## src/rtl/dbd_pkg.sv

```systemverilog
// ----------------------------------------------------------------------------
// dbd_pkg
// Shared types and constants of the detection box decoder.
// ----------------------------------------------------------------------------
package dbd_pkg;

  // elements 0..3 of a box are centre x, centre y, width, height
  localparam int unsigned CoordCount = 4;
  localparam int unsigned MaxClasses = 128;

  // configuration register indexes
  localparam logic [2:0] RegScoreThreshold = 3'd0;
  localparam logic [2:0] RegPadLeft        = 3'd1;
  localparam logic [2:0] RegPadTop         = 3'd2;
  localparam logic [2:0] RegInverseScale   = 3'd3;
  localparam logic [2:0] RegImageWidth     = 3'd4;
  localparam logic [2:0] RegImageHeight    = 3'd5;
  localparam logic [2:0] RegClassCount     = 3'd6;

  // reset values
  localparam logic [13:0] RstScoreThreshold = 14'd2048;
  localparam logic [9:0]  RstPadLeft        = 10'd0;
  localparam logic [9:0]  RstPadTop         = 10'd0;
  localparam logic [19:0] RstInverseScale   = 20'd65536;
  localparam logic [13:0] RstImageWidth     = 14'd640;
  localparam logic [13:0] RstImageHeight    = 14'd640;
  localparam logic [7:0]  RstClassCount     = 8'd80;

  typedef struct packed {
    logic [13:0] score_threshold;
    logic [9:0]  pad_left;
    logic [9:0]  pad_top;
    logic [19:0] inverse_scale;
    logic [13:0] image_width;
    logic [13:0] image_height;
    logic [7:0]  class_count;
  } cfg_t;

  // box captured at the last element
  typedef struct packed {
    logic signed [23:0] cx;
    logic signed [23:0] cy;
    logic signed [23:0] w;
    logic signed [23:0] h;
    logic [22:0]        score;
    logic [6:0]         class_index;
  } box_t;

  // raw products, Q.29
  typedef struct packed {
    logic signed [45:0] px;
    logic signed [45:0] py;
    logic signed [45:0] pw;
    logic signed [45:0] ph;
    logic [22:0]        score;
    logic [6:0]         class_index;
  } prod_t;

  // scaled values, Q.13
  typedef struct packed {
    logic signed [29:0] xc;
    logic signed [29:0] yc;
    logic signed [29:0] wd;
    logic signed [29:0] ht;
    logic [22:0]        score;
    logic [6:0]         class_index;
  } scaled_t;

  // integer corner and size before clamping
  typedef struct packed {
    logic signed [17:0] left;
    logic signed [17:0] top;
    logic signed [16:0] w_int;
    logic signed [16:0] h_int;
    logic [22:0]        score;
    logic [6:0]         class_index;
  } raw_t;

  // result, first field in the high bits
  typedef struct packed {
    logic [22:0] score;
    logic [6:0]  class_index;
    logic [13:0] box_height;
    logic [13:0] box_width;
    logic [12:0] top;
    logic [12:0] left;
  } result_t;

endpackage

```

## src/rtl/dbd_clamp.sv

```systemverilog
// ----------------------------------------------------------------------------
// dbd_clamp
// Centre to corner conversion, clamping into the image and size limiting.
// The second stage is the result register seen on the output channel.
// ----------------------------------------------------------------------------
module dbd_clamp import dbd_pkg::*; (
  input  logic    clk_i,
  input  logic    rst_ni,
  input  cfg_t    cfg_i,
  input  logic    in_valid_i,
  output logic    in_ready_o,
  input  scaled_t in_data_i,
  output logic    out_valid_o,
  input  logic    out_ready_i,
  output result_t out_data_o
);

  logic    raw_v_q, res_v_q;
  logic    raw_rdy, res_rdy;
  raw_t    raw_q, raw_d;
  result_t res_q, res_d;

  logic signed [31:0] sx, sy;

  function automatic logic [12:0] clamp_corner(input logic signed [17:0] c,
                                               input logic [13:0] lim);
    logic signed [18:0] cx;
    logic signed [18:0] lm;
    begin
      cx = {c[17], c};
      lm = $signed({5'b0, lim}) - 19'sd1;
      if (cx > lm) cx = lm;
      if (cx < 19'sd0) cx = 19'sd0;
      if (cx > 19'sd8191) cx = 19'sd8191;
      return cx[12:0];
    end
  endfunction

  function automatic logic [13:0] limit_size(input logic signed [16:0] s,
                                             input logic [13:0] lim,
                                             input logic [12:0] corner);
    logic signed [18:0] sz;
    logic signed [18:0] room;
    begin
      sz   = {{2{s[16]}}, s};
      room = $signed({5'b0, lim}) - $signed({6'b0, corner});
      if (sz > room) sz = room;
      if (sz < 19'sd0) sz = 19'sd0;
      if (sz > 19'sd16383) sz = 19'sd16383;
      return sz[13:0];
    end
  endfunction

  assign raw_rdy     = !raw_v_q || res_rdy;
  assign res_rdy     = !res_v_q || out_ready_i;
  assign in_ready_o  = raw_rdy;
  assign out_valid_o = res_v_q;
  assign out_data_o  = res_q;

  always_comb begin
    // 2*centre - size, then divide by 2^14 truncating toward zero
    sx = $signed({in_data_i.xc[29], in_data_i.xc, 1'b0})
       - $signed({{2{in_data_i.wd[29]}}, in_data_i.wd});
    sy = $signed({in_data_i.yc[29], in_data_i.yc, 1'b0})
       - $signed({{2{in_data_i.ht[29]}}, in_data_i.ht});
    sx = sx + $signed({18'b0, {14{sx[31]}}});
    sy = sy + $signed({18'b0, {14{sy[31]}}});

    raw_d.left        = sx[31:14];
    raw_d.top         = sy[31:14];
    raw_d.w_int       = 17'((in_data_i.wd + $signed({17'b0, {13{in_data_i.wd[29]}}})) >>> 13);
    raw_d.h_int       = 17'((in_data_i.ht + $signed({17'b0, {13{in_data_i.ht[29]}}})) >>> 13);
    raw_d.score       = in_data_i.score;
    raw_d.class_index = in_data_i.class_index;

    res_d.left        = clamp_corner(raw_q.left, cfg_i.image_width);
    res_d.top         = clamp_corner(raw_q.top, cfg_i.image_height);
    res_d.box_width   = limit_size(raw_q.w_int, cfg_i.image_width, res_d.left);
    res_d.box_height  = limit_size(raw_q.h_int, cfg_i.image_height, res_d.top);
    res_d.score       = raw_q.score;
    res_d.class_index = raw_q.class_index;
  end

  always_ff @(posedge clk_i or negedge rst_ni) begin
    if (!rst_ni) begin
      raw_v_q <= 1'b0;
      res_v_q <= 1'b0;
    end else begin
      if (raw_rdy) begin
        raw_v_q <= in_valid_i;
      end
      if (res_rdy) begin
        res_v_q <= raw_v_q;
      end
    end
  end

  always_ff @(posedge clk_i) begin
    if (raw_rdy && in_valid_i) begin
      raw_q <= raw_d;
    end
    if (res_rdy && raw_v_q) begin
      res_q <= res_d;
    end
  end

endmodule

```

## config.mk

```make
export PLATFORM = sky130hd
export DESIGN_NAME = dbd_clamp
export DESIGN_NICKNAME = d
export VERILOG_FILES = /design/src/rtl/dbd_pkg.sv /design/src/rtl/dbd_clamp.sv
export SDC_FILE = /design/constraint.sdc
export NUM_CORES = 1
export LEC_CHECK = 0
export BUFFER_PORTS_ARGS = -buffer_cell sky130_fd_sc_hd__buf_4
export CORE_ASPECT_RATIO = 1.25
export CORE_UTILIZATION = 35
export DETAILED_ROUTE_END_ITERATION = 12
export PLACE_DENSITY = 0.65
export SETUP_SLACK_MARGIN = 0.4
export SYNTH_ARGS = -nofsm -noshare
export SYNTH_HDL_FRONTEND = slang
export SYNTH_SLANG_ARGS = --single-unit
```

## constraint.sdc

```tcl
create_clock -name clk_i -period 11.1 [get_ports clk_i]
set_input_delay 1.665 -clock clk_i [delete_from_list [all_inputs] [get_ports clk_i]]
set_output_delay 1.665 -clock clk_i [all_outputs]
set_load 0.02 [all_outputs]
```

# After elaboration in Yosys (flattened, before gate mapping)

Index checks and enable logic that the tools add are counted.

Bits in registers: 186
Input bits: 244
Output and inout bits: 86
Word-level logic and storage cells: 52

Add/subtract/negate cells: 10
Order comparisons: 12
Muxes and demuxes: 10
Reductions and logical operators: 6

Operators with widths:

| cell                    | number |
|---|---|
| $mux W19                | 8 |
| $lt A19 B1 Y1 const B   | 4 |
| $add A32 B15 Y32        | 2 |
| $sub A31 B30 Y32        | 2 |
| $add A30 B14 Y30        | 2 |
| $gt A19 B14 Y1 const B  | 2 |
| $gt A19 B15 Y1 const B  | 2 |
| $gt A18 B15 Y1          | 2 |
| $gt A17 B15 Y1          | 2 |
| $sub A14 B1 Y15 const B | 2 |
| $sub A14 B13 Y15        | 2 |
| $mux W13                | 2 |
| $logic_and A1 B1 Y1     | 2 |
| $logic_not A1 Y1        | 2 |
| $logic_or A1 B1 Y1      | 2 |

# Logic depth before layout (Yosys ltp)

Gate-level depths: netlist of the first run.

Depth after elaboration: 13
Gate-level depth with buffers: 41
Gate-level depth less buffers: 37

# Least setup slack after synthesis of the first run

No wires, ideal clock.

Kind: input-to-reg
Start: in cfg_i[22] (netlist bit)
End: reg res_q, in the netlist out_data_o[26], data pin
Library setup time: 259 ps
Arrival time: 9860 ps
Data required time: 10841 ps
Setup slack: 981 ps
Stages on the path: 40
Path buffers: 4
Path through: inv_1 -> ha_1 -> nor4b_2 -> nand2_1 -> or3_1 -> or3_1 -> xor2_1 -> ha_1 -> nand4_1 -> nor4_4 -> a31oi_4 -> and4_4 -> buf_6 -> nor3_4 -> clkbuf_1 -> nand3_1 -> o311a_1 -> nor2_1 -> (+4 left out) -> a21oi_1 -> a221oi_1 -> nor2_1 -> or2_1 -> a41o_1 -> or2_2 -> ha_1 -> a21o_1 -> a21o_1 -> a21oi_1 -> o21ai_0 -> inv_1 -> and3_1 -> or2_2 -> clkbuf_1 -> dlygate4sd3_1 -> o21ai_0 -> a21oi_2

RTL lines:

| what                 | line             | source |
|---|---|---|
| start, declared      | dbd_clamp.sv:9   | `input cfg_t cfg_i,` |
| end signal, assigned | dbd_clamp.sv:103 | `res_q <= res_d;` |
| end, declared        | dbd_clamp.sv:21  | `result_t res_q, res_d;` |

==> results.cfg, run 1 <==
[outcome]
run_status = complete, no violations

[synth]
synthAdderAreaFrac = 0.160
yosysSeqAreaShare = 0.337
synth_top_flop_cell = edfxtp_1
yosysMostFrequentCell = ha_1
ys_top_cells_by_count = 202 x ha_1, 184 x edfxtp_1, 147 x inv_1
synth_top_area_cell = edfxtp_1
synthArstFlopShare = 0.0108
netlist_top_cells_area = edfxtp_1 33%, ha_1 15%, xnor2_1 6.6%
synth-compound-area-share = 0.210
synthCells = 1733
synth_top_family_by_area = compound AO/OA/AOI/OAI gates
synthSimpleGateAreaFrac = 0.161
synth_edf_count = 184
yosys.area_share.xor_xnor = 0.0799
synth-seq-cells = 186
netlist_area_sq_um = 16600
yosysTopAreaCellShare = 0.334
avgSynthCellArea_sq_um = 9.56
synth.distinct_cells = 106
syn_nets = 2183
synthMuxAreaShare = 0.00718
synth_warnings = 0

[worst_setup_path]
arrival_ps = 10340
startpoint_type = input port
crit_path_max_incr_delay_ps = 560
cpMostUsedCell = a21o_1
crit_path_end_kind = register
crit_type = in -> reg
slowest_stage = or4_1
worstPathMaxFanout = 14
cp.required_ps = 11350

[drt]
drtIter0Drc = 656
met3_length_um = 2140
wl_um = 46200
top_layer_used = met5
viasPerCell = 5.32
drt_pass1_iterations = 5
wl_per_cell_um = 17.5
vias = 14100
drc = 0
wl_met2_um = 21700
ant_nets = 0
wl_met1_um = 20800

[floorplan]
die-area_sq_um = 48200
fp.dieH_um = 245
io-pin-count = 330
start_util = 0.356
fp-row-count = 88
core-area_sq_um = 46500
die_w_um = 197

[timing]
relSlewSlack = 0.245
finalCritPeriodShare = 0.909
worst_slew_pin_slew_ps = 1130
hold_viol_final = 0
min_period_ps = 10090
final.setup.tns_ps = 0
final_max_slew_viol_count = 0
setup_viol = 0
timing.hold.ws_ps = 424
setup_ws_ps = 1010
fmax_mhz = 99.1
grt_setup_unrepaired = no
fin_skew_ps = 17.0

[power]
peakVddDrop_uv = 91.6
power.leakage_nw = 8.58
power_density_nw_per_um2 = 144

[place]
io_buffers = 267
place_ws_ps = 255
gp_congestion = 0.927
hpwl_um = 38300

[min_path]
hp-class = reg -> reg

[finish]
layout-drive-gt1-share = 0.188
nets = 2451
syn_to_final_growth_pct = 20.5
fin_util = 0.430
num_antenna_cells = 0

[global_route]
antenna_found_initial = 1
grt_pass1_vias = 13800
grt_max_degree = 85
overflow = 0
grt_pass1_wl_um = 72100
grt_usage = 0.190

[cts]
clkTransAtPathRegs_ps = 90
cts_num_sinks = 186
cts-htree-levels = 4
numCtsBuffers = 17
post-cts-setup-buffers = 0
cts_resized = 0
cts_tree = yes
hold_buffers = 0
clk-insertion-delay-late_ps = 470
clockRootBuffer = clkbuf_16
cts_buffer_depth = 2

[flow_run]
max_cap_viol_count = 0
-- logic make-up after synthesis --
group,after synthesis
DFF,186
AOI/OAI and AO/OA,489
adders and majority gates,210
and+or+nand+nor,503
buffers and inverters,183
xor gates and xnor gates,151
muxes,11
-- worst max-delay path: cells and delay by family --
kind / cells / cell delay (ps)
fa+ha+maj: 5 / 1640
simple gates: 7 / 2480
xor+xnor: 1 / 310
compound gates: 15 / 3440
buf+inv: 3 / 380
mux: 1 / 380
-- stage by stage --
stage          cells  cell area (sq um)  power, mW
5_1_grt         2644              20000       3.07
2_1_floorplan   1733              16600       1.84
3_5_place_dp    2612              19300       2.24
6_report        2644              20000       2.88
3_3_place_gp    2612              19300       2.20
4_1_cts         2644              19900       2.90
-- metal layers --
layer  track usage  vias up
met2         0.321      345
met1         0.238     6602
li1              -     7049
met4        0.0797        2
met3        0.0311       69
met5             0        -
-- worst paths after layout --
path	start	end	slack, ps	cells after the start
max in group asynchronous	rst_ni	out_valid_o	10050	1
min in group asynchronous	rst_ni	raw_v_q	970	1
hold reg to reg	raw_q[20]	out_data_o[74]	420	0
setup reg to reg	raw_q[71]	out_data_o[52]	3280	31
hold / removal	raw_q[20]	out_data_o[74]	420	0
setup / recovery	cfg_i[16]	out_data_o[52]	1010	32
-- where the power goes --
part           switching (mW)  total (mW)  internal [mW]
Clock                   0.335       0.652          0.317
Combinational           0.745        1.29          0.550
Sequential             0.0365       0.933          0.896
-- registers in the layout, indices dropped and copies added, names as in the netlist --
name         flops
out_valid_o      1
out_data_o      84
raw_v_q          1
raw_q          100
-- layout make-up --
cell class	instances	area, sq um
clock buffers	17	425
flip-flops and latches	186	5580
clock inverters	15	215
repair buffers	285	2140
inverters	147	552
fillers	4528	26500
well taps	630	788
multi-input cells	1364	10300
-- cell usage in the layout (no fill, tap or decap), types with 9 or more instances in the layout --
master | Yosys | layout
xor2_1 | 27 | 27
and3_1 | 14 | 14
nand3_1 | 59 | 59
o21ai_0 | 81 | 81
a211oi_1 | 34 | 34
or3_1 | 19 | 19
ha_1 | 202 | 202
a21o_1 | 82 | 82
clkbuf_16 | 0 | 17
o21a_1 | 30 | 30
nand4_1 | 34 | 34
nand2_1 | 96 | 96
nand2b_1 | 23 | 23
a31oi_1 | 20 | 19
o211ai_1 | 14 | 14
inv_1 | 147 | 147
nor4_1 | 16 | 16
nor2_1 | 107 | 107
nor3_1 | 51 | 51
buf_4 | 1 | 285
nor2b_1 | 19 | 19
o311a_1 | 9 | 9
a21oi_1 | 92 | 92
a21boi_0 | 11 | 11
edfxtp_1 | 184 | 184
o21bai_1 | 11 | 11
xnor2_1 | 124 | 124
No activity file was read; power rests on OpenSTA's default activity.
==> inputs of run 2 (changes only) <==
- CELL_PAD_IN_SITES_DETAIL_PLACEMENT: unset -> 1
- CELL_PAD_IN_SITES_GLOBAL_PLACEMENT: unset -> 1
- PLACE_DENSITY: 0.65 -> 0.78
==> results.cfg, run 2 (synthesis results as in run 1) <==
[outcome]
run_status = complete, no violations

[worst_setup_path]
regToRegSetupSlack_ps = 3230
r2r_cells = 31
crit_type = in -> reg
arrival_ps = 10380
r2r_end = out_data_o[52]
slowest_stage = or4_1
timing.rr.start = raw_q[67]
cp.required_ps = 11340
crit_path_max_incr_delay_ps = 570
startpoint_type = input port
crit_path_end_kind = register
cpMostUsedCell = a21o_1
worstPathMaxFanout = 14

[drt]
drc = 0
viasPerCell = 5.42
wl_per_cell_um = 18.8
drt_pass1_iterations = 4
vias = 14400
wl_um = 49900
drtIter0Drc = 410
ant_nets = 0

[timing]
fin_skew_ps = 20.1
finalCritPeriodShare = 0.914
grt_setup_unrepaired = no
hold_viol_final = 0
worst_slew_pin_slew_ps = 1140
final.setup.tns_ps = 0
relSlewSlack = 0.242
min_period_ps = 10140
timing.hold.ws_ps = 418
setup_viol = 0
setup_ws_ps = 957
final_max_slew_viol_count = 0
fmax_mhz = 98.6

[finish]
num_antenna_cells = 0
ff_latch_area_sq_um = 5580
nets = 2457
fin_area_sq_um = 20000
mostFrequentLayoutCell = buf_4
multi_input_area_sq_um = 10300
layout-drive-gt1-share = 0.191
n_fill_cell = 5461
largest_register_ffs = 100
final_cell_mix = 291 x buf_4, 202 x ha_1, 184 x edfxtp_1, 147 x inv_1, 124 x xnor2_1
regMostFlops = raw_q
syn_to_final_growth_pct = 20.9

[global_route]
grt_max_degree = 85
grt_usage = 0.207
grt_pass1_vias = 15000
overflow = 0
grt_pass1_wl_um = 78900
antenna_found_initial = 1

[place]
dpl_cell_area_sq_um = 19300
hpwl_um = 42000
gp_congestion = 0.889
io_buffers = 267
place_ws_ps = 377

[power]
power_density_nw_per_um2 = 145
total_power_mw = 2.90
power.leakage_nw = 8.62
peakVddDrop_uv = 114

[cts]
post-cts-setup-buffers = 0
cts_num_sinks = 186
cts_resized = 0
clk-insertion-delay-late_ps = 460
hold_buffers = 0
cts_tree = yes
cts_buffer_depth = 2
cts-htree-levels = 4
clockRootBuffer = clkbuf_16
clkTransAtPathRegs_ps = 80
numCtsBuffers = 17

[floorplan]
core-area_sq_um = 46500
fp-row-count = 88
fp.dieH_um = 245
io-pin-count = 330
start_util = 0.356
die-area_sq_um = 48200
die_w_um = 197

[min_path]
hp-class = reg -> reg
whs_endpoint = out_data_o[79]
hold_path_depth = 0
worstHoldStart = raw_q[25]

[flow_run]
max_cap_viol_count = 0
==> run 2: worst max-delay path by stage <==
| stage | to | start | cells after the start | slack (ps) |
|---|---|---|---|---|
| final | out_data_o[52] | cfg_i[16] | 36 | 960 |
| after global routing | out_data_o[52] | cfg_i[16] | 36 | 300 |
| after CTS | out_data_o[52] | cfg_i[16] | 36 | 790 |
| after detailed placement | out_data_o[52] | cfg_i[16] | 36 | 380 |
| after global placement | out_data_o[52] | cfg_i[16] | 36 | 570 |
| after floorplan | out_data_o[26] | cfg_i[22] | 40 | 980 |
==> run 2: worst max-delay path, delay by kind of cell <==
family | cells | cell delay (ps)
xor gates and xnor gates | 1 | 270
buffers and inverters | 4 | 560
AOI/OAI and AO/OA | 16 | 3460
and+or+nand+nor | 9 | 2490
muxes | 1 | 370
adders and majority gates | 5 | 1550
==> run 2: layout make-up <==
cell class	count	share of cell area
clock buffer	17	0.0213
clock inverter	15	0.0106
inverter	147	0.0276
multi-input combinational	1364	0.514
sequential	186	0.279
tap	630	0.0394
timing repair buffer	291	0.109
==> run 2: power breakdown <==
group	internal, mW	leakage [nW]	switching, mW
clock network	0.313	0.301	0.327
registers	0.897	1.78	0.0396
logic	0.557	6.54	0.764
total	1.77	8.62	1.13
==> run 2: routing by layer <==
layer / track usage / wire length, um / vias up / part of all wire
met5: 0 / 13 / - / 0.00026
met3: 0.0323 / 1960 / 64 / 0.039
met2: 0.389 / 25700 / 270 / 0.52
li1: - / - / 7063 / -
met1: 0.239 / 21200 / 6958 / 0.42
met4: 0.0586 / 1030 / 2 / 0.021
==> run 2: per-stage QoR <==
step	util	cells
after floorplan	-	1733
after global placement	0.416	2618
after detailed placement	0.416	2618
after CTS	0.430	2650
after global routing	0.431	2650
final	0.431	2650
