===== src/rtl/dbd_pkg.sv =====
// ----------------------------------------------------------------------------
// dbd_pkg
// Shared types and constants of the detection box decoder.
// ----------------------------------------------------------------------------
package dbd_pkg;

  // elements 0..3 of a box are centre x, centre y, width, height
  localparam int unsigned CoordCount = 4;
  localparam int unsigned MaxClasses = 128;

  // configuration register indexes
  localparam logic [2:0] RegScoreThreshold = 3'd0;
  localparam logic [2:0] RegPadLeft        = 3'd1;
  localparam logic [2:0] RegPadTop         = 3'd2;
  localparam logic [2:0] RegInverseScale   = 3'd3;
  localparam logic [2:0] RegImageWidth     = 3'd4;
  localparam logic [2:0] RegImageHeight    = 3'd5;
  localparam logic [2:0] RegClassCount     = 3'd6;

  // reset values
  localparam logic [13:0] RstScoreThreshold = 14'd2048;
  localparam logic [9:0]  RstPadLeft        = 10'd0;
  localparam logic [9:0]  RstPadTop         = 10'd0;
  localparam logic [19:0] RstInverseScale   = 20'd65536;
  localparam logic [13:0] RstImageWidth     = 14'd640;
  localparam logic [13:0] RstImageHeight    = 14'd640;
  localparam logic [7:0]  RstClassCount     = 8'd80;

  typedef struct packed {
    logic [13:0] score_threshold;
    logic [9:0]  pad_left;
    logic [9:0]  pad_top;
    logic [19:0] inverse_scale;
    logic [13:0] image_width;
    logic [13:0] image_height;
    logic [7:0]  class_count;
  } cfg_t;

  // box captured at the last element
  typedef struct packed {
    logic signed [23:0] cx;
    logic signed [23:0] cy;
    logic signed [23:0] w;
    logic signed [23:0] h;
    logic [22:0]        score;
    logic [6:0]         class_index;
  } box_t;

  // raw products, Q.29
  typedef struct packed {
    logic signed [45:0] px;
    logic signed [45:0] py;
    logic signed [45:0] pw;
    logic signed [45:0] ph;
    logic [22:0]        score;
    logic [6:0]         class_index;
  } prod_t;

  // scaled values, Q.13
  typedef struct packed {
    logic signed [29:0] xc;
    logic signed [29:0] yc;
    logic signed [29:0] wd;
    logic signed [29:0] ht;
    logic [22:0]        score;
    logic [6:0]         class_index;
  } scaled_t;

  // integer corner and size before clamping
  typedef struct packed {
    logic signed [17:0] left;
    logic signed [17:0] top;
    logic signed [16:0] w_int;
    logic signed [16:0] h_int;
    logic [22:0]        score;
    logic [6:0]         class_index;
  } raw_t;

  // result, first field in the high bits
  typedef struct packed {
    logic [22:0] score;
    logic [6:0]  class_index;
    logic [13:0] box_height;
    logic [13:0] box_width;
    logic [12:0] top;
    logic [12:0] left;
  } result_t;

endpackage


===== src/rtl/dbd_accum.sv =====
// ----------------------------------------------------------------------------
// dbd_accum
// Per-box running state: coordinate capture, argmax of class scores and the
// keep decision on the last element. Kept boxes go to a one-entry stage.
// ----------------------------------------------------------------------------
module dbd_accum import dbd_pkg::*; (
  input  logic               clk_i,
  input  logic               rst_ni,
  input  cfg_t               cfg_i,
  input  logic               in_valid_i,
  output logic               in_ready_o,
  input  logic signed [23:0] in_value_i,
  input  logic               in_last_i,
  output logic               out_valid_o,
  input  logic               out_ready_i,
  output box_t               out_box_o
);

  localparam logic [7:0] MaxClassesC = 8'(MaxClasses);
  localparam logic [7:0] CoordCountC = 8'(CoordCount);

  logic [7:0]         pos_q, pos_d;
  logic signed [23:0] best_q, best_d;
  logic [6:0]         cls_q, cls_d;
  logic               found_q, found_d;
  logic signed [23:0] crd_q [CoordCount];
  logic signed [23:0] crd_d [CoordCount];
  logic               box_v_q, box_v_d;
  box_t               box_q, box_d;

  logic [7:0] cap;
  logic [7:0] cls_idx;
  logic       is_score;
  logic       better;
  logic       keep;
  logic       accept;

  assign in_ready_o  = !box_v_q || out_ready_i;
  assign accept      = in_valid_i && in_ready_o;
  assign out_valid_o = box_v_q;
  assign out_box_o   = box_q;

  always_comb begin
    cap      = (cfg_i.class_count > MaxClassesC) ? MaxClassesC : cfg_i.class_count;
    cls_idx  = pos_q - CoordCountC;
    is_score = (pos_q >= CoordCountC) && (cls_idx < cap);
    better   = is_score && (in_value_i > best_q);
    best_d   = better ? in_value_i : best_q;
    cls_d    = better ? cls_idx[6:0] : cls_q;
    found_d  = found_q || better;
    for (int i = 0; i < CoordCount; i++) begin
      crd_d[i] = (pos_q == 8'(i)) ? in_value_i : crd_q[i];
    end
    pos_d = (pos_q == 8'hFF) ? pos_q : pos_q + 8'd1;
    keep  = found_d && (best_d >= $signed({10'b0, cfg_i.score_threshold}));

    box_d.cx          = crd_d[0];
    box_d.cy          = crd_d[1];
    box_d.w           = crd_d[2];
    box_d.h           = crd_d[3];
    box_d.score       = best_d[22:0];
    box_d.class_index = cls_d;

    if (in_ready_o) begin
      box_v_d = accept && in_last_i && keep;
    end else begin
      box_v_d = box_v_q;
    end
  end

  always_ff @(posedge clk_i or negedge rst_ni) begin
    if (!rst_ni) begin
      pos_q   <= '0;
      best_q  <= '0;
      cls_q   <= '0;
      found_q <= 1'b0;
      box_v_q <= 1'b0;
      for (int i = 0; i < CoordCount; i++) begin
        crd_q[i] <= '0;
      end
    end else begin
      box_v_q <= box_v_d;
      if (accept) begin
        if (in_last_i) begin
          // every box starts from a clean slate
          pos_q   <= '0;
          best_q  <= '0;
          cls_q   <= '0;
          found_q <= 1'b0;
          for (int i = 0; i < CoordCount; i++) begin
            crd_q[i] <= '0;
          end
        end else begin
          pos_q   <= pos_d;
          best_q  <= best_d;
          cls_q   <= cls_d;
          found_q <= found_d;
          for (int i = 0; i < CoordCount; i++) begin
            crd_q[i] <= crd_d[i];
          end
        end
      end
    end
  end

  always_ff @(posedge clk_i) begin
    if (accept && in_last_i && keep) begin
      box_q <= box_d;
    end
  end

endmodule


===== config.mk =====
export PLATFORM = sky130hd
export DESIGN_NAME = dbd_accum
export DESIGN_NICKNAME = d
export VERILOG_FILES = /design/src/rtl/dbd_pkg.sv /design/src/rtl/dbd_accum.sv
export SDC_FILE = /design/constraint.sdc
export NUM_CORES = 1
export LEC_CHECK = 0
export BUFFER_PORTS_ARGS = -buffer_cell sky130_fd_sc_hd__clkbuf_2
export CAP_MARGIN = 5
export CELL_PAD_IN_SITES_DETAIL_PLACEMENT = 1
export CELL_PAD_IN_SITES_GLOBAL_PLACEMENT = 1
export CORE_ASPECT_RATIO = 1.4
export CORE_MARGIN = 10
export CORE_UTILIZATION = 40
export DETAILED_ROUTE_END_ITERATION = 12
export PLACE_DENSITY = 0.77
export SYNTH_ARGS = -nofsm -noshare
export SYNTH_HDL_FRONTEND = slang
export SYNTH_SLANG_ARGS = --single-unit

===== constraint.sdc =====
create_clock -name clk_i -period 13.15 [get_ports clk_i]
set_input_delay 0.6575 -clock clk_i [delete_from_list [all_inputs] [get_ports clk_i]]
set_output_delay 0.6575 -clock clk_i [all_outputs]
set_load 0.1 [all_outputs]

== Word level (Yosys, flattened, before mapping) ==
Cells that the tools add are included.
Cells by class
  $add $sub $neg: 2
  multiply operators: 0
  divide/modulo/power cells: 0
  magnitude comparators: 5
  eq/ne operators: 5
  shift-type cells: 0
  multiplexer cells: 13
  bitwise logic cells: 0
  reduce and logical (&&, ||, !) cells: 11
Operators by type and width (count)
  $mux W24: 6
  $mux W96: 1
  $ge A24 B15 Y1: 1
  $gt A24 B24 Y1: 1
  $mux W8: 3
  $eq A8 B2 Y1 const B: 2
  $mux W7: 2
  $add A8 B1 Y8 const B: 1
  $eq A8 B1 Y1 const B: 1
  $eq A8 B8 Y1 const B: 1
  $ge A8 B3 Y1 const B: 1
  $gt A8 B8 Y1 const B: 1
  $logic_not A8 Y1: 1
  $lt A8 B8 Y1: 1
  $sub A8 B3 Y8 const B: 1
  $logic_and A1 B1 Y1: 6
  $logic_or A1 B1 Y1: 2
  $ne A2 B2 Y1 const B: 1
  $reduce_and A2 Y1: 1
  $logic_not A1 Y1: 1
  $mux W1: 1
Word-level totals
  register bits after elaboration: 263
  latch bits: 0
  memory bits (writable): 0
  memory bits (read-only): 0
  bits of input ports: 119
  memories kept: 0

== Depth between registers and ports, before layout ==
Gate-level depths: netlist (run 1).
  word-level depth: 9
  depth in mapped cells: 22
  gate-level depth less buffers: 20

== Worst setup path after synthesis (run 1) ==
Ideal clock, no wire load.
  path type: reg-to-reg
  start: register pos_q[2]
  end: register box_q (netlist bit out_box_o[0]), enable pin
  arrival time: 10.310 ns
  required time: 12.485 ns
  slack: 2.175 ns
  cell stages (with the launch flop): 23
  buffers on the path: 2
  cell sequence: dfrtp_1 -> inv_1 -> ha_1 -> nand2_1 -> xnor2_1 -> ha_1 -> a21oi_1 -> a21boi_0 -> a311oi_1 -> o211a_2 -> nor4b_4 -> or2_1 -> buf_6 -> clkbuf_1 -> o21ai_0 -> ha_1 -> and2_1 -> o2111ai_1 -> o21ai_0 -> a21oi_1 -> nor2_1 -> o21ai_0 -> mux2i_1
On the way
  longest elaborated chain between the ends: 8
RTL lines
  from (decl): RTL line dbd_accum.sv:22  | logic [7:0] pos_q, pos_d;
  from (signal assigned): RTL line dbd_accum.sv:94  | pos_q <= pos_d;
  $sub A8 B3 Y8: RTL line dbd_accum.sv:45  | cls_idx = pos_q - CoordCountC;
  $lt A8 B8 Y1: RTL line dbd_accum.sv:46  | is_score = (pos_q >= CoordCountC) && (cls_idx < cap);
  $logic_and A1 B1 Y1 *: RTL line dbd_accum.sv:46
  $logic_and A1 B1 Y1 *: RTL line dbd_accum.sv:47  | better = is_score && (in_value_i > best_q);
  $mux W24 *: RTL line dbd_accum.sv:48  | best_d = better ? in_value_i : best_q;
  via best_d[6]: RTL line dbd_accum.sv:23  | logic signed [23:0] best_q, best_d;
  $ge A24 B15 Y1 *: RTL line dbd_accum.sv:55  | keep = found_d && (best_d >= $signed({10'b0, cfg_i.score_threshold}));
  $logic_and A1 B1 Y1 *: RTL line dbd_accum.sv:55
  $logic_and A1 B1 Y1 *: RTL line dbd_accum.sv:107  | if (accept && in_last_i && keep) begin
  to (signal assigned): RTL line dbd_accum.sv:108  | box_q <= box_d;
  to (decl): RTL line dbd_accum.sv:29  | box_t box_q, box_d;
Mark *: on every way through the listed nets, which the timed path passes. The rest lies on a longest branch.
A chain may end at the register's enable or synchronous reset.

== Worst setup path after layout (run 1) ==
  start: register pos_q[2]
  end: register box_q (netlist bit out_box_o[125]), enable pin
Same word-level chain as after synthesis.

==> summary.txt, run 1 <==
================================================================================
Final period util                                                          61.4%
Count of final setup violators                                                 0
Setup repair after global routing missed its margin                        false
Dominant cell by count in the synthesized netlist                   sky130_fd_sc_hd__o21ai_0
Top area cells in the synthesized netlist                           sky130_fd_sc_hd__edfxtp_1 30%, sky130_fd_sc_hd__dfrtp_1 27%, sky130_fd_sc_hd__mux2_2 8.7%
Number of synthesized flops with an enable pin                               126
Net switching power of the design                                         895 uW
Clock tree sinks                                                             263
Total GRT Usage                                                            18.1%
Top-level port count                                                         247
Antenna diode count                                                            0
GRT overflow                                                                   0
Post-layout power                                                        2.75 mW
Overall die area                                                     0.0391 mm^2
Power density relative to cell area                                  188 mW/mm^2
WL met3                                                                  1770 um
Area share of the leading cell type in the synthesized netlist             30.0%
Pin count of the biggest net entering global routing                         104
Final Slew Violations                                                          0
Total of max-cap violations                                                    0
Avg Vias per Cell                                                           5.66
Maximum buffer depth of the clock tree                                         3
Initial Utilization                                                        40.8%
CTS tree                                                                    done
Final HPWL from detailed placement                                      24100 um
Cell type with the largest total area after synthesis               sky130_fd_sc_hd__edfxtp_1
Status                                                                 completed
Hold violation total from the final report                                     0
Total clock buffers created by CTS                                            26
Part of the Yosys area used for sequential elements                        57.2%
Crit-path max FO                                                              84
Routed wire length per instance                                          22.2 um
Layout-stage area growth over the synthesis result                         16.1%
VDD IR-drop max                                                      0.0000806 V
Distinct cell type count after synthesis                                      50
Sw Ratio                                                                   32.5%
Synth async-reset ratio                                                    52.1%
Sum of met2 wire segment lengths after detailed routing                 18700 um
Clock H-tree levels                                                            1
Initial drt markers                                                          615
Worst setup path class                                                   reg2reg
Share of power burned in registers                                         43.3%
Leakage power summed over all cells                                      6.08 nW
Core area                                                            0.0309 mm^2
Row Count                                                                     76
Detailed Route WL                                                       35800 um
Primary flip-flop cell chosen by synthesis mapping                  sky130_fd_sc_hd__dfrtp_1
Worst-Skew Late Latency                                                  0.53 ns
Number of buffers added to fix hold violations after cts                       0
Post-route non-filler standard cell count                                   1613
Final total negative setup slack                                            0 ns
Internal Power                                                           1.86 mW
DRC Markers                                                                    0
Final nets                                                                  1375
Worst-case setup slack after placement                                   4.99 ns
Arrival time worst endpoint                                              8.21 ns
Fraction of power consumed by combinational cells                          29.1%
Flops & latches, synth                                                       263
Number of antenna violations at the first check in global routing              0
Setup bufs post-CTS                                                            0
Clock-pin slew on the worst setup and hold paths                         0.06 ns
Routed length on met1                                                   14600 um
Cts repair resizes                                                             0
Via count of the first global-routing pass                                  9846
Post-synthesis area per instance                                       11.7 um^2
Synthesized Nets                                                            1249
Number of input and output port buffers inserted                             178
FF-to-FF setup slack                                                     5.07 ns
Final critical delay including setup and external delays                 8.08 ns
Worst hold slack                                                        0.148 ns
Top post-synthesis cells by count                                   159 x sky130_fd_sc_hd__o21ai_0, 137 x sky130_fd_sc_hd__dfrtp_1, 126 x sky130_fd_sc_hd__edfxtp_1
GPL Wtd Cong                                                               0.846
Global-route wire length before repair                                  56800 um
Root buf cell                                                       sky130_fd_sc_hd__clkbuf_16
Critical Path Source Type                                                   flop
Final setup skew                                                       0.0125 ns
Crit path setup slack, layout                                            5.07 ns
Number of cells produced by synthesis                                       1077
Routed Antenna Nets                                                            0
Max Clock Freq                                                           124 MHz
Die Span Y                                                                230 um
Horizontal extent of the die                                              170 um
Routed via count                                                            9123
DP Cell Count                                                               1565
Area of the mapped netlist                                           0.0126 mm^2
Number of iterations in the first detailed-routing pass                        5
Number of synthesis warnings                                                   0
Max-slew headroom at the worst pin                                         23.8%
Share of layout cells above drive strength 1                               28.5%
Slew at the pin closest to its max-slew limit                            1.14 ns
Type of the tightest min-delay check                                    in2async
Required time worst endpoint                                            13.29 ns
Worst Setup End Kind                                                        flop
Topmost layer with routed signal wires                                      met4
Clock share of power                                                       27.6%
================================================================================
## logic make-up after synthesis
| group | share of synthesized area [%] |
|---|---|
| mux | 9.34 |
| fa+ha+maj | 5.26 |
| flops | 57.2 |
| simple gates | 6.51 |
| compound gates | 16.5 |
| buf+inv | 4.53 |
| xor+xnor | 0.625 |
## path summary, 6_finish.rpt
path	startpoint	end	cells past startpoint
worst min-delay path	rst_ni	best_q[21]	1
worst max-delay path	pos_q[2]	out_box_o[125]	23
worst min register to register	best_q[5]	best_q[5]	1
min in group clk_i	best_q[5]	best_q[5]	1
max in group asynchronous	rst_ni	crd_q[50]	2
worst max register to register	pos_q[2]	out_box_o[125]	23
## placed cells by master, fill, tap and decap left out, drive strengths merged, types with 2 or more instances in the layout
cell    count
clkbuf    218
o21ai     159
dfrtp     137
edfxtp    126
nand2     120
mux2      100
a22oi      98
ha         53
inv        46
a32o       29
nor2       18
buf        16
a21oi      15
nand4      13
nand3       9
nor3        6
xor2        6
and3        4
clkinv      4
nor4        4
mux2i       4
and2        3
xnor2       3
nand2b      2
a31oi       2
a21o        2
a211oi      2
o21a        2
a21boi      2
o211a       2
bufinv      2
o31ai       2
nor4b       2
## per-stage QoR
stage	cell area (um^2)	util (%)
after floorplan	12600	-
after global placement	13800	44.5
after detailed placement	13800	44.5
after CTS	14600	47.3
after global routing	14600	47.3
final	14600	47.3
## final cells by class
class / count / area (um^2)
Clock buffer: 42 / 792
Clock inverter: 6 / 80.1
Fill cell: 3276 / 16300
Inverter: 46 / 173
Multi-Input combinational cell: 674 / 4880
Sequential cell: 263 / 7210
Tap cell: 390 / 488
Timing Repair Buffer: 192 / 1000
## critical path, cell delays in order, from the launching register on
cell	delay [ns]
sky130_fd_sc_hd__dfrtp_1	0.41
sky130_fd_sc_hd__inv_1	0.22
sky130_fd_sc_hd__ha_1	0.25
sky130_fd_sc_hd__nand2_1	0.08
sky130_fd_sc_hd__xnor2_1	0.29
sky130_fd_sc_hd__ha_1	0.33
sky130_fd_sc_hd__a21oi_1	0.15
sky130_fd_sc_hd__a21boi_0	0.10
sky130_fd_sc_hd__a311oi_1	0.23
sky130_fd_sc_hd__o211a_2	0.29
sky130_fd_sc_hd__nor4b_4	0.49
sky130_fd_sc_hd__buf_4	0.33
sky130_fd_sc_hd__or2_2	0.28
sky130_fd_sc_hd__buf_4	0.55
sky130_fd_sc_hd__o21ai_0	0.24
sky130_fd_sc_hd__ha_1	0.33
sky130_fd_sc_hd__a31oi_1	0.07
sky130_fd_sc_hd__o21ai_0	0.56
sky130_fd_sc_hd__a21oi_1	0.15
sky130_fd_sc_hd__nor2_1	0.17
sky130_fd_sc_hd__o21ai_0	0.18
sky130_fd_sc_hd__mux2i_4	0.44
sky130_fd_sc_hd__buf_4	0.48
sky130_fd_sc_hd__buf_4	0.87
## sequential cells by signal, summed over array words and instances, names as in the netlist
register and flops:
best_q 24, pos_q 8, out_valid_o 1, cls_q 7, found_q 1, out_box_o 126, crd_q 96
## layer usage
metal,vias to the layer above,track usage (%)
met2,205,31.9
met1,4666,22.6
li1,4217,-
met4,0,4.40
met5,-,0
met3,35,2.83
## power groups by stage
stage	clock (mW)	combinational (mW)	sequential, mW
after floorplan	0	0.545	1.23
after global placement	0	0.762	1.19
after detailed placement	0	0.800	1.20
after CTS	0.781	0.810	1.19
after global routing	0.808	0.892	1.21
final	0.760	0.800	1.19
Note: power is estimated with default switching activity, not from simulation.
==> inputs of run 2 (changes only) <==
--- a/config.mk
+++ b/config.mk
@@ -5,6 +5,7 @@
 export SDC_FILE = /design/constraint.sdc
 export NUM_CORES = 1
 export LEC_CHECK = 0
+export ABC_AREA = 1
 export BUFFER_PORTS_ARGS = -buffer_cell sky130_fd_sc_hd__clkbuf_2
 export CAP_MARGIN = 5
 export CELL_PAD_IN_SITES_DETAIL_PLACEMENT = 1
@@ -13,7 +14,7 @@
 export CORE_MARGIN = 10
 export CORE_UTILIZATION = 40
 export DETAILED_ROUTE_END_ITERATION = 12
-export PLACE_DENSITY = 0.77
+export PLACE_DENSITY = 0.8
 export SYNTH_ARGS = -nofsm -noshare
 export SYNTH_HDL_FRONTEND = slang
 export SYNTH_SLANG_ARGS = --single-unit
==> constraint.sdc (replaced) <==
create_clock -name clk_i -period 8 [get_ports clk_i]
set_input_delay 0.4 -clock clk_i [delete_from_list [all_inputs] [get_ports clk_i]]
set_output_delay 0.4 -clock clk_i [all_outputs]
set_load 0.1 [all_outputs]
==> run 2 against run 1 <==
Effect of this change:
- total power increased by 82%
- maximum frequency up 34%
- sequential power rose by 57%
- utilization up 0.41 points
- critical path depth grew 9
- synthesized area down 3.8%
- non-clock buffer count is 8 lower
==> summary.txt, run 2 <==
=====================================================================================
Status                                                                      completed
Number of synthesized flops with an enable pin                                    126
Detailed Route WL                                                            34600 um
Clock tree sinks                                                                  263
Dominant cell by count in the synthesized netlist                        sky130_fd_sc_hd__inv_1
Cell type with the largest total area after synthesis                    sky130_fd_sc_hd__edfxtp_1
Share of layout cells above drive strength 1                                    18.2%
Number of input and output port buffers inserted                                  178
Share of power burned in registers                                              37.2%
Distinct cell type count after synthesis                                           33
Row Count                                                                          75
Worst Setup End Kind                                                             flop
Worst-Skew Late Latency                                                       0.54 ns
Arrival time worst endpoint                                                   6.19 ns
Primary flip-flop cell chosen by synthesis mapping                       sky130_fd_sc_hd__dfrtp_1
Max Clock Freq                                                                166 MHz
Post-layout power                                                             5.01 mW
Internal Power                                                                3.10 mW
Commonest cells after routing, fill and taps aside                       301 x sky130_fd_sc_hd__inv_1, 223 x sky130_fd_sc_hd__nand2_1, 177 x sky130_fd_sc_hd__clkbuf_2
Top area cells in the synthesized netlist                                sky130_fd_sc_hd__edfxtp_1 31%, sky130_fd_sc_hd__dfrtp_1 28%, sky130_fd_sc_hd__inv_1 9.4%
Die Span Y                                                                     226 um
Cell area after placement                                                 0.0133 mm^2
Cts repair resizes                                                                  0
Total GRT Usage                                                                 17.8%
Antenna diode count                                                                 0
Global-route wire length before repair                                       54600 um
Sw Ratio                                                                        38.1%
Total clock buffers created by CTS                                                 26
Avg Vias per Cell                                                                5.08
Overall die area                                                          0.0378 mm^2
Routed Antenna Nets                                                                 0
Routed via count                                                                 9203
Clock share of power                                                            27.2%
Fraction of power consumed by combinational cells                               35.6%
Initial drt markers                                                               425
Synth async-reset ratio                                                         52.1%
Final total negative setup slack                                                 0 ns
GRT overflow                                                                        0
Type of the tightest min-delay check                                           in2reg
Horizontal extent of the die                                                   167 um
Pin count of the biggest net entering global routing                              127
Layout-stage area growth over the synthesis result                              17.9%
Slew at the pin closest to its max-slew limit                                 1.30 ns
Worst setup path class                                                        reg2reg
GPL Wtd Cong                                                                    0.824
Flops & latches, synth                                                            263
Clock-pin slew on the worst setup and hold paths                              0.07 ns
Number of synthesis warnings                                                        0
Cell area after layout                                                    0.0143 mm^2
Part of the Yosys area used for sequential elements                             59.5%
Final Slew Violations                                                               0
VDD IR-drop max                                                            0.000198 V
Total of max-cap violations                                                         0
Slowest Stage Delay on Critical Path                                          0.76 ns
Top post-synthesis cells by count                                        303 x sky130_fd_sc_hd__inv_1, 223 x sky130_fd_sc_hd__nand2_1, 137 x sky130_fd_sc_hd__dfrtp_1
Most frequent standard cell in the layout excluding fill and tap cells   sky130_fd_sc_hd__inv_1
Final setup skew                                                           0.00895 ns
Area share of the leading cell type in the synthesized netlist                  31.2%
Final critical delay including setup and external delays                      6.04 ns
Crit-path max FO                                                                  126
Routed wire length per instance                                               19.1 um
Critical Path Source Type                                                        flop
Max-slew headroom at the worst pin                                              13.4%
Slowest stage cell, crit path                                            sky130_fd_sc_hd__inv_6
Most numerous cell on the critical path                                  sky130_fd_sc_hd__nand2_1
Power density relative to cell area                                       351 mW/mm^2
Synthesized Nets                                                                 1420
Via count of the first global-routing pass                                      10.0k
Maximum buffer depth of the clock tree                                              3
Final nets                                                                       1580
Top-level port count                                                              247
Largest delay share family, worst path                                   simple AND/OR/NAND/NOR gates
Count of final setup violators                                                      0
Setup repair after global routing missed its margin                             false
Hold violation total from the final report                                          0
Total buffers and inverters traversed by the critical path                          4
Post-synthesis area per instance                                            9.72 um^2
Setup bufs post-CTS                                                                 0
Initial Utilization                                                             40.5%
Required time worst endpoint                                                  8.14 ns
Root buf cell                                                            sky130_fd_sc_hd__clkbuf_16
Core area                                                                 0.0299 mm^2
Leakage power summed over all cells                                           7.38 nW
Net switching power of the design                                             1.91 mW
Area of the mapped netlist                                                0.0121 mm^2
Number of iterations in the first detailed-routing pass                             5
Number of antenna violations at the first check in global routing                   0
Filler cells                                                                     3436
Final period util                                                               75.5%
DRC Markers                                                                         0
Number of cells produced by synthesis                                            1248
CTS tree                                                                         done
Clock H-tree levels                                                                 1
Final HPWL from detailed placement                                           23300 um
Number of flip-flops under the largest register name                              126
=====================================================================================
run 2: cell types whose count changed after synthesis, moves of 4 or more:
cell                       previous run  this run
sky130_fd_sc_hd__o21ai_1              0         8
sky130_fd_sc_hd__inv_1               46       303
sky130_fd_sc_hd__buf_1               11         0
sky130_fd_sc_hd__o21ai_0            159       119
sky130_fd_sc_hd__mux2_2              97         0
sky130_fd_sc_hd__mux2i_1              4         0
sky130_fd_sc_hd__nand2_1            120       223
sky130_fd_sc_hd__nand2_2              0         5
sky130_fd_sc_hd__a22oi_1             98         0
sky130_fd_sc_hd__o21ai_2              0        15
sky130_fd_sc_hd__a32o_1              29         0
sky130_fd_sc_hd__o22ai_1              0       114
sky130_fd_sc_hd__clkbuf_1            74        47
run 2: repair_timing:
item,4_1_cts,5_1_grt
endpoints found under the hold margin,69,0
hold buffers,1,0
setup endpoints to repair,0,0
run 2: path summary, 6_finish.rpt:
kind | start | to | slack (ns) | cells past startpoint
max | pos_q[2] | out_box_o[26] | 1.96 | 32
min | out_ready_i | out_valid_o | 0.18 | 4
max reg2reg | pos_q[2] | out_box_o[26] | 1.96 | 32
min reg2reg | cls_q[3] | cls_q[3] | 0.52 | 1
max in group asynchronous | rst_ni | crd_q[52] | 6.09 | 3
min in group asynchronous | rst_ni | crd_q[93] | 0.45 | 2
run 2: worst reg2reg max path: cells and delay by family, from the launching register on:
kind	cells	cell delay, ns
buffers and inverters	4	1.52
AOI/OAI and AO/OA	5	0.56
DFF	1	0.43
adders and majority gates	3	0.83
and+or+nand+nor	19	1.79
xor gates and xnor gates	1	0.22
run 2: final cells by class:
type                            count  area (um^2)  share of cell area (%)
Clock buffer                       30          697                    4.88
Sequential cell                   263         7210                    50.5
Multi-Input combinational cell    627         3550                    24.8
Timing Repair Buffer              184          945                    6.61
Inverter                          306         1160                    8.14
Tap cell                          385          482                    3.37
Clock inverter                     18          248                    1.73
run 2: cells by family (layout without fill, tap and decap cells):
kind of cell / after synthesis / count (layout) / synth area share [%]
buf+inv: 358 / 538 / 11.4
xor+xnor: 5 / 5 / 0.361
compound gates: 281 / 281 / 13.4
simple gates: 288 / 288 / 9.82
fa+ha+maj: 53 / 53 / 5.47
flops: 263 / 263 / 59.5
run 2: per-layer routing:
metal  wire length [um]  vias to the layer above  part of all wire [%]  track usage [%]
met4                937                        0                   2.7             5.54
met1              13700                     4581                    40             20.5
met5                  0                        -                     0                0
met3               1310                       54                   3.8             2.40
li1                   -                     4387                     -                -
met2              18600                      181                    54             33.4
run 2: stage by stage:
step           util, %  setup slack [ns]  hold WS (ns)  std cells
2_1_floorplan        -              1.66         0.104       1248
3_3_place_gp      44.6              2.14         0.458       1764
3_5_place_dp      44.6              2.03         0.464       1764
4_1_cts           47.7              1.92         0.173       1813
5_1_grt           47.7              1.34         0.192       1813
6_report          47.7              1.96         0.180       1813
run 2: power groups by stage:
stage               Sequential (mW)  Clock [mW]  Combinational (mW)
floorplan                      2.05           0                1.13
global placement               1.88           0                1.65
detailed placement             1.89           0                1.77
CTS                            1.87        1.38                1.80
global route                   1.89        1.43                2.05
finish                         1.87        1.36                1.79
==> inputs of run 3 (changes only) <==
--- a/config.mk
+++ b/config.mk
@@ -12,9 +12,9 @@
 export CELL_PAD_IN_SITES_GLOBAL_PLACEMENT = 1
 export CORE_ASPECT_RATIO = 1.4
 export CORE_MARGIN = 10
-export CORE_UTILIZATION = 40
+export CORE_UTILIZATION = 38
 export DETAILED_ROUTE_END_ITERATION = 12
-export PLACE_DENSITY = 0.8
+export PLACE_DENSITY = 0.79
 export SYNTH_ARGS = -nofsm -noshare
 export SYNTH_HDL_FRONTEND = slang
 export SYNTH_SLANG_ARGS = --single-unit
==> constraint.sdc (replaced) <==
create_clock -name clk_i -period 5.5 [get_ports clk_i]
set_input_delay 0.275 -clock clk_i [delete_from_list [all_inputs] [get_ports clk_i]]
set_output_delay 0.275 -clock clk_i [all_outputs]
set_load 0.1 [all_outputs]
==> run 3 against run 2 <==
Effect of this change:
- combinational power grew 46%
- clock power grew 43%
- flip-flop and latch count is the same
- non-clock buffer count grew 2
- critical path depth grew 2
- total power grew 45%
- final area grew 0.44%
- critical endpoint is now out_box_o[119]
- highest routed layer unchanged
==> summary.txt, run 3 (synthesized netlist as in run 2, its figures left out) <==
=====================================================================================
Number of antenna violations at the first check in global routing                   0
Power density relative to cell area                                       506 mW/mm^2
Final HPWL from detailed placement                                           23000 um
Core area                                                                 0.0315 mm^2
Final period util                                                               90.9%
Die Span Y                                                                     231 um
Crit-path max FO                                                                  112
Final setup skew                                                            0.0129 ns
Worst Setup End Kind                                                             flop
Avg Vias per Cell                                                                5.02
Share of layout cells above drive strength 1                                    18.9%
Max-slew headroom at the worst pin                                              26.7%
Arrival time worst endpoint                                                   5.21 ns
Row Count                                                                          77
Routed via count                                                                 9178
Initial drt markers                                                               512
Root buf cell                                                            sky130_fd_sc_hd__clkbuf_16
Required time worst endpoint                                                  5.70 ns
Initial Utilization                                                             38.5%
Number of input and output port buffers inserted                                  178
Crit path setup slack, layout                                                0.498 ns
Number of iterations in the first detailed-routing pass                             4
Total GRT Usage                                                                 17.3%
Pin count of the biggest net entering global routing                              113
Leakage power summed over all cells                                           7.40 nW
CTS tree                                                                         done
Clock-pin slew on the worst setup and hold paths                              0.07 ns
Largest delay share family, worst path                                   simple AND/OR/NAND/NOR gates
Final Slew Violations                                                               0
Type of the tightest min-delay check                                           in2reg
Status                                                                      completed
Clock H-tree levels                                                                 1
Slew at the pin closest to its max-slew limit                                 1.10 ns
Layout-stage area growth over the synthesis result                              18.4%
Clock tree sinks                                                                  263
Routed Antenna Nets                                                                 0
Most frequent standard cell in the layout excluding fill and tap cells   sky130_fd_sc_hd__inv_1
Worst-Skew Late Latency                                                       0.54 ns
Most numerous cell on the critical path                                  sky130_fd_sc_hd__nand2_1
Setup repair after global routing missed its margin                             false
Max Clock Freq                                                                200 MHz
Maximum buffer depth of the clock tree                                              3
Critical Path Source Type                                                        flop
GPL Wtd Cong                                                                    0.848
Final total negative setup slack                                                 0 ns
Final critical delay including setup and external delays                      5.00 ns
Top-level port count                                                              247
Antenna diode count                                                                 0
VDD IR-drop max                                                            0.000242 V
Total of max-cap violations                                                         0
Total clock buffers created by CTS                                                 27
Horizontal extent of the die                                                   171 um
Hold violation total from the final report                                          0
GRT overflow                                                                        0
Routed wire length per instance                                               18.8 um
Post-Route Utilization                                                          45.6%
Post-route non-filler standard cell count                                        1827
Global-route wire length before repair                                       54400 um
Total buffers and inverters traversed by the critical path                          5
Slowest stage cell, crit path                                            sky130_fd_sc_hd__dfrtp_1
Detailed Route WL                                                            34400 um
DRC Markers                                                                         0
DP Cell Count                                                                    1776
Worst setup path class                                                        reg2reg
Worst hold slack                                                            0.0284 ns
Final nets                                                                       1583
Worst-case setup slack after placement                                       0.460 ns
Count of final setup violators                                                      0
Slowest Stage Delay on Critical Path                                          0.43 ns
Commonest cells after routing, fill and taps aside                       298 x sky130_fd_sc_hd__inv_1, 219 x sky130_fd_sc_hd__nand2_1, 177 x sky130_fd_sc_hd__clkbuf_2
Via count of the first global-routing pass                                      10.0k
Overall die area                                                          0.0396 mm^2
Number of flip-flops under the largest register name                              126
=====================================================================================
==> run 3: changes by cell type in the layout (fill, tap and decap cells not counted), moves of 3 or more <==
cell,before,now
sky130_fd_sc_hd__nand2_1,223,219
sky130_fd_sc_hd__nand2_2,5,9
sky130_fd_sc_hd__clkinv_1,3,6
sky130_fd_sc_hd__inv_1,301,298
sky130_fd_sc_hd__inv_2,1,4
==> run 3: per-layer routing <==
layer | vias up | GRT usage, % | routed length (um)
met2 | 183 | 32.4 | 18500
met5 | - | 0 | 0
met1 | 4528 | 19.7 | 13700
met4 | 0 | 5.75 | 931
li1 | 4406 | - | -
met3 | 61 | 1.99 | 1280
==> run 3: what timing repair did <==
item,CTS,global route
setup endpoints to repair,0,111
endpoints found under the hold margin,77,0
resized for setup,0,2
buffers inserted,0,0
hold buffers,1,0
==> run 3: worst paths after layout <==
path | from | endpoint | slack, ns | depth (start not counted)
hold reg to reg | cls_q[0] | cls_q[0] | 0.54 | 2
setup reg to reg | pos_q[2] | out_box_o[119] | 0.50 | 34
setup / recovery | pos_q[2] | out_box_o[119] | 0.50 | 34
hold / removal | out_ready_i | out_valid_o | 0.03 | 4
max in group asynchronous | rst_ni | crd_q[94] | 3.79 | 3
min in group asynchronous | rst_ni | cls_q[0] | 0.34 | 2
==> run 3: cell type report <==
class                           count  area, um^2
Timing Repair Buffer              186         972
Multi-Input combinational cell    627        3590
Fill cell                        3540       17100
Tap cell                          395         494
Inverter                          306        1170
Sequential cell                   263        7210
Clock buffer                       32         704
Clock inverter                     18         215
==> run 3: tightest hold or removal path, cell delays in order <==
cell and delay, ns:
sky130_fd_sc_hd__clkbuf_2 0.08, sky130_fd_sc_hd__inv_1 0.03, sky130_fd_sc_hd__nand2_1 0.09, sky130_fd_sc_hd__nand2_1 0.06
==> run 3: through the flow <==
step / power (mW) / instance area (um^2)
after floorplan: 4.64 / 12200
after global placement: 5.17 / 13400
after detailed placement: 5.34 / 13400
after CTS: 7.33 / 14300
after global routing: 7.79 / 14400
final: 7.26 / 14400
==> run 3: report_power, final <==
part | leakage, nW | total (mW) | switching [mW] | internal (mW)
clock network | 0.453 | 1.94 | 0.792 | 1.15
logic | 3.94 | 2.61 | 1.86 | 0.747
registers | 3.01 | 2.71 | 0.116 | 2.60
